<file path="src/rtl/tdf_pkg.sv">
`default_nettype none
package tdf_pkg;

	typedef enum logic [1:0] {
		ST_IDLE,
		ST_DIV,
		ST_DECIDE
	} state_t;

	typedef struct packed {
		logic load;
		logic emit_none;
		logic div_step;
		logic emit_div;
		logic emit_rest;
		logic reduce;
		logic bump;
	} ctl_t;

endpackage
`default_nettype wire

</file>
<file path="src/rtl/trial_division_factorizer.sv">
// inputs below 2 give their single result in the cycle after the transfer
// otherwise each trial division is a bit-serial divider pass followed by a decide state:
// one trial per candidate and one per factor found, about sqrt(value) trials
// one input at a time: busy falls in the cycle the last result is strobed, next transfer then
// results are registered, one cycle each on valid; the receiver cannot stall
// reset: arst_n asynchronous active low, returns to idle with valid low
`default_nettype none
module trial_division_factorizer #(
	parameter int VALUE_BITS = 31
) (
	input  wire logic                  clk,
	input  wire logic                  arst_n,
	input  wire logic                  start,
	output logic                       busy,
	input  wire logic [VALUE_BITS-1:0] value,
	output logic                       valid,
	output logic [VALUE_BITS-1:0]      factor,
	output logic                       no_factors,
	output logic                       last
);
	import tdf_pkg::*;

	localparam int CNT_BITS = $clog2(VALUE_BITS);
	localparam logic [CNT_BITS-1:0] CNT_TOP = CNT_BITS'(VALUE_BITS - 1);

	state_t                state_q, state_d;
	ctl_t                  ctl;
	logic [VALUE_BITS-1:0] n_q, d_q, quo_q, rem_q;
	logic [CNT_BITS-1:0]   cnt_q;
	logic [VALUE_BITS:0]   trial;
	logic                  fits;
	logic                  valid_q, none_q, last_q;
	logic [VALUE_BITS-1:0] factor_q;

	// restoring divider step: one quotient bit per cycle
	assign trial = {rem_q, quo_q[VALUE_BITS-1]};
	assign fits  = trial >= {1'b0, d_q};

	always_comb begin
		state_d = state_q;
		case (state_q)
			ST_IDLE: begin
				if (start && (value > VALUE_BITS'(1)))
					state_d = ST_DIV;
			end
			ST_DIV: begin
				if (cnt_q == '0)
					state_d = ST_DECIDE;
			end
			ST_DECIDE: begin
				if (quo_q < d_q)
					state_d = ST_IDLE;
				else
					state_d = ST_DIV;
			end
			default: state_d = ST_IDLE;
		endcase
	end

	always_comb begin
		ctl = '0;
		case (state_q)
			ST_IDLE: begin
				if (start) begin
					if (value > VALUE_BITS'(1))
						ctl.load = 1'b1;
					else
						ctl.emit_none = 1'b1;
				end
			end
			ST_DIV: ctl.div_step = 1'b1;
			ST_DECIDE: begin
				if (quo_q < d_q)
					ctl.emit_rest = 1'b1;
				else if (rem_q == '0) begin
					ctl.emit_div = 1'b1;
					ctl.reduce   = 1'b1;
				end else
					ctl.bump = 1'b1;
			end
			default: ctl = '0;
		endcase
	end

	always_ff @(posedge clk or negedge arst_n) begin
		if (!arst_n) begin
			state_q <= ST_IDLE;
			valid_q <= 1'b0;
		end else begin
			state_q <= state_d;
			valid_q <= ctl.emit_none | ctl.emit_div | ctl.emit_rest;
		end
	end

	always_ff @(posedge clk) begin
		if (ctl.load) begin
			n_q   <= value;
			quo_q <= value;
			d_q   <= VALUE_BITS'(2);
			rem_q <= '0;
			cnt_q <= CNT_TOP;
		end else if (ctl.div_step) begin
			rem_q <= fits ? VALUE_BITS'(trial - {1'b0, d_q}) : trial[VALUE_BITS-1:0];
			quo_q <= {quo_q[VALUE_BITS-2:0], fits};
			cnt_q <= cnt_q - CNT_BITS'(1);
		end else if (ctl.reduce) begin
			n_q   <= quo_q;
			rem_q <= '0;
			cnt_q <= CNT_TOP;
		end else if (ctl.bump) begin
			d_q   <= d_q + VALUE_BITS'(1);
			quo_q <= n_q;
			rem_q <= '0;
			cnt_q <= CNT_TOP;
		end
		if (ctl.emit_none) begin
			factor_q <= '0;
			none_q   <= 1'b1;
			last_q   <= 1'b1;
		end else if (ctl.emit_div) begin
			factor_q <= d_q;
			none_q   <= 1'b0;
			last_q   <= 1'b0;
		end else if (ctl.emit_rest) begin
			factor_q <= n_q;
			none_q   <= 1'b0;
			last_q   <= 1'b1;
		end
	end

	assign busy       = state_q != ST_IDLE;
	assign valid      = valid_q;
	assign factor     = factor_q;
	assign no_factors = none_q;
	assign last       = last_q;

	// small inputs answer at once without leaving idle
	a_small_input: assert property (@(posedge clk) disable iff (!arst_n)
		(start && !busy && value < VALUE_BITS'(2)) |=> (valid && no_factors && last && !busy))
		else $error("small input not answered with no-factor result");

	a_none_is_last: assert property (@(posedge clk) disable iff (!arst_n)
		(valid && no_factors) |-> (last && factor == '0))
		else $error("no-factor result malformed");

	a_more_pending: assert property (@(posedge clk) disable iff (!arst_n)
		(valid && !last) |-> busy)
		else $error("non-final factor while idle");

	a_factor_range: assert property (@(posedge clk) disable iff (!arst_n)
		(valid && !no_factors) |-> (factor > VALUE_BITS'(1)))
		else $error("factor below two");

	a_divisor_floor: assert property (@(posedge clk) disable iff (!arst_n)
		(state_q == ST_DECIDE) |-> (d_q > VALUE_BITS'(1)))
		else $error("candidate divisor below two");

endmodule
`default_nettype wire

</file>
<file path="config.mk">
export PLATFORM = sky130hd
export DESIGN_NAME = trial_division_factorizer
export DESIGN_NICKNAME = d
export VERILOG_FILES = /design/src/rtl/tdf_pkg.sv /design/src/rtl/trial_division_factorizer.sv
export SDC_FILE = /design/constraint.sdc
export NUM_CORES = 1
export LEC_CHECK = 0
export ABC_AREA = 1
export ABC_CLOCK_PERIOD_IN_PS = 3500
export BUFFER_PORTS_ARGS = -buffer_cell sky130_fd_sc_hd__buf_2
export CAP_MARGIN = 20
export CORE_AREA = 8 8 171 156
export DETAILED_ROUTE_END_ITERATION = 6
export DIE_AREA = 0 0 179 164
export PLACE_DENSITY = 0.67
export SKIP_LAST_GASP = 1
export SYNTH_ARGS = -nofsm -noshare
export SYNTH_HDL_FRONTEND = slang
export SYNTH_SLANG_ARGS = --single-unit
</file>
<file path="constraint.sdc">
create_clock -name clk -period 3.5 [get_ports clk]
set_input_delay 0.35 -clock clk [delete_from_list [all_inputs] [get_ports clk]]
set_output_delay 0.35 -clock clk [all_outputs]
set_load 0.02 [all_outputs]
</file>
==> flow_summary.yaml, run 1 <==
cts:
  clock_latency_ns: 0.44
  cts_buffer_depth: 2
  cts_tree: "yes"
  cts_resized: 0
  post-cts-setup-buffer-count: 0
  cts_buffers: 17
  path_clk_slew_ns: 0.08
  cts.sinks: 165
  h-tree-depth: 4
  hold_buffers: 1
  ctsRootBufferMaster: "clkbuf_16"
timing:
  finalCritPeriodShare: 0.8409
  drv_slew: 0
  fin_crit_ns: 2.943
  hold_viol_final: 0
  worst_slew_pin_slew_ns: 0.9815
  slew_headroom: 0.3457
  fin_ws_ns: 0.5570
  fin_tns_setup_ns: 0
  whs_ns: 0.1986
  worst_clock_skew_ns: 0.01786
  rsz0062_at_grt: "false"
  fmax_mhz: 339.8
  setup_viol: 0
layout:
  syn_to_final_growth_pct: 10.97
  fin_nets: 1935
  drive_above_1_share: 0.08383
  final_cell_area_sq_um: 12950
  final_cells: 2157
  nFillCells: 2405
  multi_input_area_sq_um: 6390
  regArea_sq_um: 3939
  diodes: 0
  finish.utilization: 0.5431
synthesis:
  syn_inst: 1786
  yosysSeqAreaShare: 0.3374
  synth-warning-count: 0
  syn_area_sq_um: 11670
  synth.distinct_cells: 39
  synth_top_area_cell: "nand2_1"
  synth-main-ff-cell: "dfxtp_1"
  avgSynthCellArea_sq_um: 6.536
  synthArstFlopShare: 0.01818
  synth_most_common_cell: "nand2_1"
  synth_top_area_frac: 0.1801
  synth_edf_count: 62
  synth_area_leaders: "nand2_1 18%, dfxtp_1 17%, edfxtp_1 16%, inv_1 8.4%, ha_1 6.9%"
  ys_ff_latch: 165
  synthTopCellsByCount: "560 x nand2_1, 260 x inv_1, 180 x nor2_1"
  syn-num-nets: 1885
floorplan:
  rows: 54
  start_util: 0.4894
  fp.dieH_um: 164
  die_area_sq_um: 29360
  coreArea_sq_um: 23850
  die-width_um: 179
  ios: 69
critical_path:
  worstPathRequired_ns: 3.88
  crit_path_end_kind: "register"
  reg2reg_from: "d_q[14]$_SDFFE_PP0P_"
  cp.arrival_ns: 3.32
  setup.worst_path.start: "d_q[14]$_SDFFE_PP0P_"
  r2r_cells: 15
  path_max_fanout: 21
  critPathKind: "reg2reg"
  r2r-end: "factor[1]$_SDFFE_PP0P_"
  rrSetupSlack_ns: 0.56
  worst_setup_path_start_kind: "register"
power:
  p_per_area_nw_per_um2: 1118
  totalPowerFinal_mw: 14.49
  intPower_mw: 6.841
  switching_share: 0.5278
  pwr-share-seq: 0.258
  p_leak_nw: 6.605
  ir_worst_vdd_uv: 974.5
  p_switching_mw: 7.645
  combPwrFrac: 0.610
  pwr-share-clk: 0.132
route:
  wirelength_um: 38760
  ant_nets: 0
  drt-initial-drc-count: 1145
  via_per_inst: 5.408
  drc_errors: 0
  first_pass_iters: 5
  avgRoutedWirePerCell_um: 17.97
  dr_total_vias: 11670
placed_design:
  dp_cells: 2124
  dp_slack_ns: 0.6197
  post-dp-hpwl_um: 29620
  gp_congestion: 0.9705
  dpl_cell_area_sq_um: 12330
  io_buffer_count: 68
min_path:
  worstHoldStart: "value[11]"
  worstHoldEndpoint: "quo_q[11]$_DFFE_PP_"
  hold_path_class: "in2reg"
  hold_depth: 3
global_routing:
  grt_max_degree: 116
  grt_overflow: 0
  grt_pass1_wl_um: 60840
  first_global_vias: 10830
  antenna_found_initial: 0
  grt_usage: 0.2678
status:
  status: "finished, final reports clean"
flow_run:
  cap_violations: 0
-- per-layer routing --
metal / wire [um] / track usage / vias up
li1: - / - / 5824
met1: 17820 / 0.3829 / 5289
met2: 15960 / 0.3821 / 504
met3: 4039 / 0.07401 / 49
met4: 942 / 0.08487 / 0
met5: 0 / 0 / -
-- worst max-delay path, cell delays in order, from the launching register on --
cell and delay, ns:
dfxtp_1 0.44, inv_1 0.21, ha_1 0.36, nand2_1 0.14
nor2_2 0.06, nand2_1 0.07, nor2_1 0.04, nor2_1 0.10
nand2_1 0.06, nand2_1 0.11, nand3_1 0.26, inv_1 0.71
nand2_1 0.10, nand2_1 0.10, nor2_1 0.04, nor2_1 0.07
-- cell type report --
cell class | instances | share of cell area
clock buffers | 17 | 0.03284
clock inverters | 15 | 0.01410
inverters | 265 | 0.07680
multi-input cells | 1285 | 0.4933
flip-flops and latches | 165 | 0.3041
well taps | 308 | 0.02975
repair buffers | 102 | 0.04907
-- kinds of logic after synthesis --
| kind of cell | Yosys count | synth area share |
|---|---|---|
| flip-flops | 165 | 0.3374 |
| XOR/XNOR | 37 | 0.02776 |
| AO/OA/AOI/OAI | 197 | 0.09219 |
| AND/OR/NAND/NOR | 986 | 0.3561 |
| adder cells (fa/ha/maj) | 65 | 0.07032 |
| buffers and inverters | 336 | 0.1162 |
-- power by group through the flow --
stage	clock network [mW]	registers, mW	logic, mW
detailed placement	0	3.73	8.74
floorplan	0	3.66	6.33
global route	2.01	3.81	10.0
global placement	0	3.73	8.63
finish	1.91	3.74	8.84
CTS	1.93	3.70	8.79
-- state kept, by name, indices dropped and copies added, names as in the netlist --
| name | flops |
|---|---|
| no_factors | 1 |
| last | 1 |
| n_q | 31 |
| factor | 31 |
| state_q | 2 |
| d_q | 31 |
| quo_q | 31 |
| rem_q | 31 |
| valid | 1 |
| cnt_q | 5 |
-- how the worst max path moves through the flow --
stage / to / cells past startpoint
finish: factor[1]$_SDFFE_PP0P_ / 15
global route: factor[1]$_SDFFE_PP0P_ / 15
CTS: factor[1]$_SDFFE_PP0P_ / 15
detailed placement: factor[1]$_SDFFE_PP0P_ / 15
global placement: factor[1]$_SDFFE_PP0P_ / 15
floorplan: quo_q[0]$_DFFE_PP_ / 14
-- placed cells by master (no fill, tap or decap), drive strengths merged --
master       count
nand3          150
o31ai           20
o21ai           79
nand3b           3
fa               1
and2             3
o21bai           1
a31oi            2
dfxtp          100
inv            269
o211ai          11
or2              1
a21oi           84
clkinvlp         1
nor4            12
nor2           186
dfrtp            3
edfxtp          62
dlygate4sd3      1
nand4           44
buf            101
xor2            37
nor3            23
ha              64
clkinv          10
nand2          564
clkbuf          17
No activity file was read; power rests on OpenSTA's default activity.
==> inputs of run 2 (changes only) <==
--- a/config.mk
+++ b/config.mk
@@ -5,13 +5,13 @@
 export SDC_FILE = /design/constraint.sdc
 export NUM_CORES = 1
 export LEC_CHECK = 0
-export ABC_AREA = 1
-export ABC_CLOCK_PERIOD_IN_PS = 3500
+export ABC_AREA = 0
+export ABC_CLOCK_PERIOD_IN_PS = 3000
 export BUFFER_PORTS_ARGS = -buffer_cell sky130_fd_sc_hd__buf_2
 export CAP_MARGIN = 20
-export CORE_AREA = 8 8 171 156
+export CORE_AREA = 8 8 156 144
 export DETAILED_ROUTE_END_ITERATION = 6
-export DIE_AREA = 0 0 179 164
+export DIE_AREA = 0 0 164 152
 export PLACE_DENSITY = 0.67
 export SKIP_LAST_GASP = 1
 export SYNTH_ARGS = -nofsm -noshare
==> constraint.sdc (replaced) <==
create_clock -name clk -period 3 [get_ports clk]
set_input_delay 0.3 -clock clk [delete_from_list [all_inputs] [get_ports clk]]
set_output_delay 0.3 -clock clk [all_outputs]
set_load 0.02 [all_outputs]
==> flow_summary.yaml, run 2 <==
synthesis:
  synthArstFlopShare: 0.01818
  synthTopCellsByCount: "155 x nand2_1, 105 x nor2_1, 100 x dfxtp_1"
  synth-warning-count: 0
  syn_inst: 1099
  synth_most_common_cell: "nand2_1"
  syn_area_sq_um: 9702
  yosysSeqAreaShare: 0.4060
  ys_ff_latch: 165
  avgSynthCellArea_sq_um: 8.828
  synth_area_leaders: "dfxtp_1 21%, edfxtp_1 19%, ha_1 8.3%, mux2i_1 6.7%, nand2_1 6.0%"
  syn-num-nets: 1198
  synth_top_area_frac: 0.2063
  synth_edf_count: 62
  synth.distinct_cells: 63
  synth_top_area_cell: "dfxtp_1"
  synth-main-ff-cell: "dfxtp_1"
critical_path:
  r2r_cells: 13
  worstPathRequired_ns: 3.34
  reg2reg_from: "d_q[12]$_SDFFE_PP0P_"
  setup.worst_path.start: "d_q[12]$_SDFFE_PP0P_"
  path_max_fanout: 9
  rrSetupSlack_ns: 0.12
  cp.arrival_ns: 3.22
  crit_path_end_kind: "register"
  worst_setup_path_start_kind: "register"
  critPathKind: "reg2reg"
  critPathCapture: "factor[19]$_SDFFE_PP0P_"
  r2r-end: "factor[19]$_SDFFE_PP0P_"
layout:
  drive_above_1_share: 0.1781
  final_common_cell: "nand2_1"
  diodes: 0
  regArea_sq_um: 3941
  multi_input_area_sq_um: 5517
  fin_nets: 1299
  nFillCells: 1745
  final_cell_mix: "153 x nand2_1, 103 x nor2_1, 98 x dfxtp_1, 80 x o21ai_0, 68 x buf_2"
  syn_to_final_growth_pct: 19.19
cts:
  cts_buffers: 17
  h-tree-depth: 4
  cts.sinks: 165
  ctsRootBufferMaster: "clkbuf_16"
  clock_latency_ns: 0.44
  cts_tree: "yes"
  path_clk_slew_ns: 0.08
  cts_buffer_depth: 2
global_routing:
  first_global_vias: 8345
  grt_max_degree: 101
  grt_pass1_wl_um: 44720
  grt_usage: 0.2245
  antenna_found_initial: 0
  grt_overflow: 0
power:
  p_leak_nw: 4.885
  pwr-share-seq: 0.303
  p_per_area_nw_per_um2: 1075
  pwr-share-clk: 0.175
  intPower_mw: 7.112
  combPwrFrac: 0.522
  switching_share: 0.4277
  p_switching_mw: 5.315
  ir_worst_vdd_uv: 489.7
  totalPowerFinal_mw: 12.43
placed_design:
  gp_congestion: 0.8964
  dp_slack_ns: 0.01387
  post-dp-hpwl_um: 20440
  io_buffer_count: 68
status:
  status: "finished, final reports clean"
floorplan:
  die_area_sq_um: 24930
  coreArea_sq_um: 19680
  start_util: 0.4930
  ios: 69
  fp.dieH_um: 152
  die-width_um: 164
  rows: 49
timing:
  fmax_mhz: 347.1
  fin_crit_ns: 2.881
  finalCritPeriodShare: 0.9602
  fin_ws_ns: 0.1194
  setup_viol: 0
  rsz0062_at_grt: "true"
  drv_slew: 0
  worst_clock_skew_ns: 0.01825
  slew_headroom: 0.6106
  whs_ns: 0.1555
  worst_slew_pin_slew_ns: 0.5841
  hold_viol_final: 0
route:
  ant_nets: 0
  drc_errors: 0
  wirelength_um: 28440
  first_pass_iters: 5
  avgRoutedWirePerCell_um: 19.37
  via_per_inst: 5.832
  dr_total_vias: 8562
  drt-initial-drc-count: 763
flow_run:
  cap_violations: 0
min_path:
  hold_path_class: "in2reg"
==> run 2: cell types whose count changed after synthesis, moves of 39 or more <==
| cell | delta |
|---|---|
| nand2_1 | -405 |
| xnor2_1 | +39 |
| mux2i_1 | +65 |
| nand3_1 | -116 |
| nor2_1 | -75 |
| inv_1 | -212 |
==> run 2: routing by layer <==
layer / wire length (um) / global-route usage
met3: 1765 / 0.03836
met1: 13530 / 0.3240
met2: 12840 / 0.3411
met4: 309 / 0.05409
met5: 0 / 0
==> run 2: worst max-delay path, stage by stage (launching register included) <==
cell	delay (ns)
dfxtp_2	0.35
inv_1	0.10
ha_1	0.32
a21o_1	0.17
a211oi_2	0.27
o211ai_1	0.14
a21o_1	0.23
a21oi_4	0.21
buf_6	0.15
nand3b_1	0.10
buf_4	0.16
clkbuf_16	0.17
mux2i_1	0.13
a211oi_1	0.27
==> run 2: how the worst min path moves through the flow <==
stage          startpoint                      to  depth (start not counted)
2_1_floorplan      arst_n  state_q[0]$_DFFE_PN0P_                          0
3_3_place_gp       arst_n  state_q[1]$_DFFE_PN0P_                          1
5_1_grt         value[21]       n_q[21]$_DFFE_PP_                          3
6_report         value[5]        n_q[5]$_DFFE_PP_                          3
4_1_cts         value[20]       n_q[20]$_DFFE_PP_                          3
3_5_place_dp       arst_n  state_q[1]$_DFFE_PN0P_                          1
==> run 2: what timing repair did <==
item                       4_1_cts  5_1_grt
setup buffers                    0        4
hold buffers                     1        0
pin swaps                        0       12
setup endpoints to repair        2      138
hold endpoints to repair         3        0
gates resized for setup          2       36
gates cloned                     0        2
==> run 2: cells by family (layout without fill, tap and decap cells) <==
logic type,count (synthesis),count (layout),synth area share
AOI/OAI and AO/OA,259,259,0.1726
adders and majority gates,65,65,0.08460
DFF,165,165,0.4060
buffers and inverters,107,221,0.04411
xor gates and xnor gates,53,53,0.04785
muxes,65,65,0.06706
and+or+nand+nor,385,385,0.1778
==> run 2: layout make-up <==
type                       instances  share of cell area
sequential                       165              0.3408
multi-input combinational        827              0.4771
clock buffer                      18             0.03711
clock inverter                    14             0.01439
inverter                          48             0.01558
timing repair buffer             141             0.08743
tap                              255             0.02759
==> run 2: metrics by stage <==
| step | std cells | TNS [ns] | utilization | cell area [sq um] |
|---|---|---|---|---|
| 3_3_place_gp | 1429 | -0.008618 | 0.5469 | 10760 |
| 4_1_cts | 1462 | 0 | 0.5779 | 11370 |
| 6_report | 1468 | 0 | 0.5876 | 11560 |
| 5_1_grt | 1468 | -1.709 | 0.5876 | 11560 |
| 2_1_floorplan | 1099 | 0 | - | 9729 |
| 3_5_place_dp | 1429 | 0 | 0.5469 | 10760 |
==> run 2: power by group through the flow <==
stage	combinational [mW]	sequential, mW	clock, mW
finish	6.49	3.76	2.18
global route	7.22	3.83	2.30
CTS	6.18	3.73	2.21
detailed placement	6.12	3.78	0
global placement	6.02	3.77	0
floorplan	4.38	3.57	0
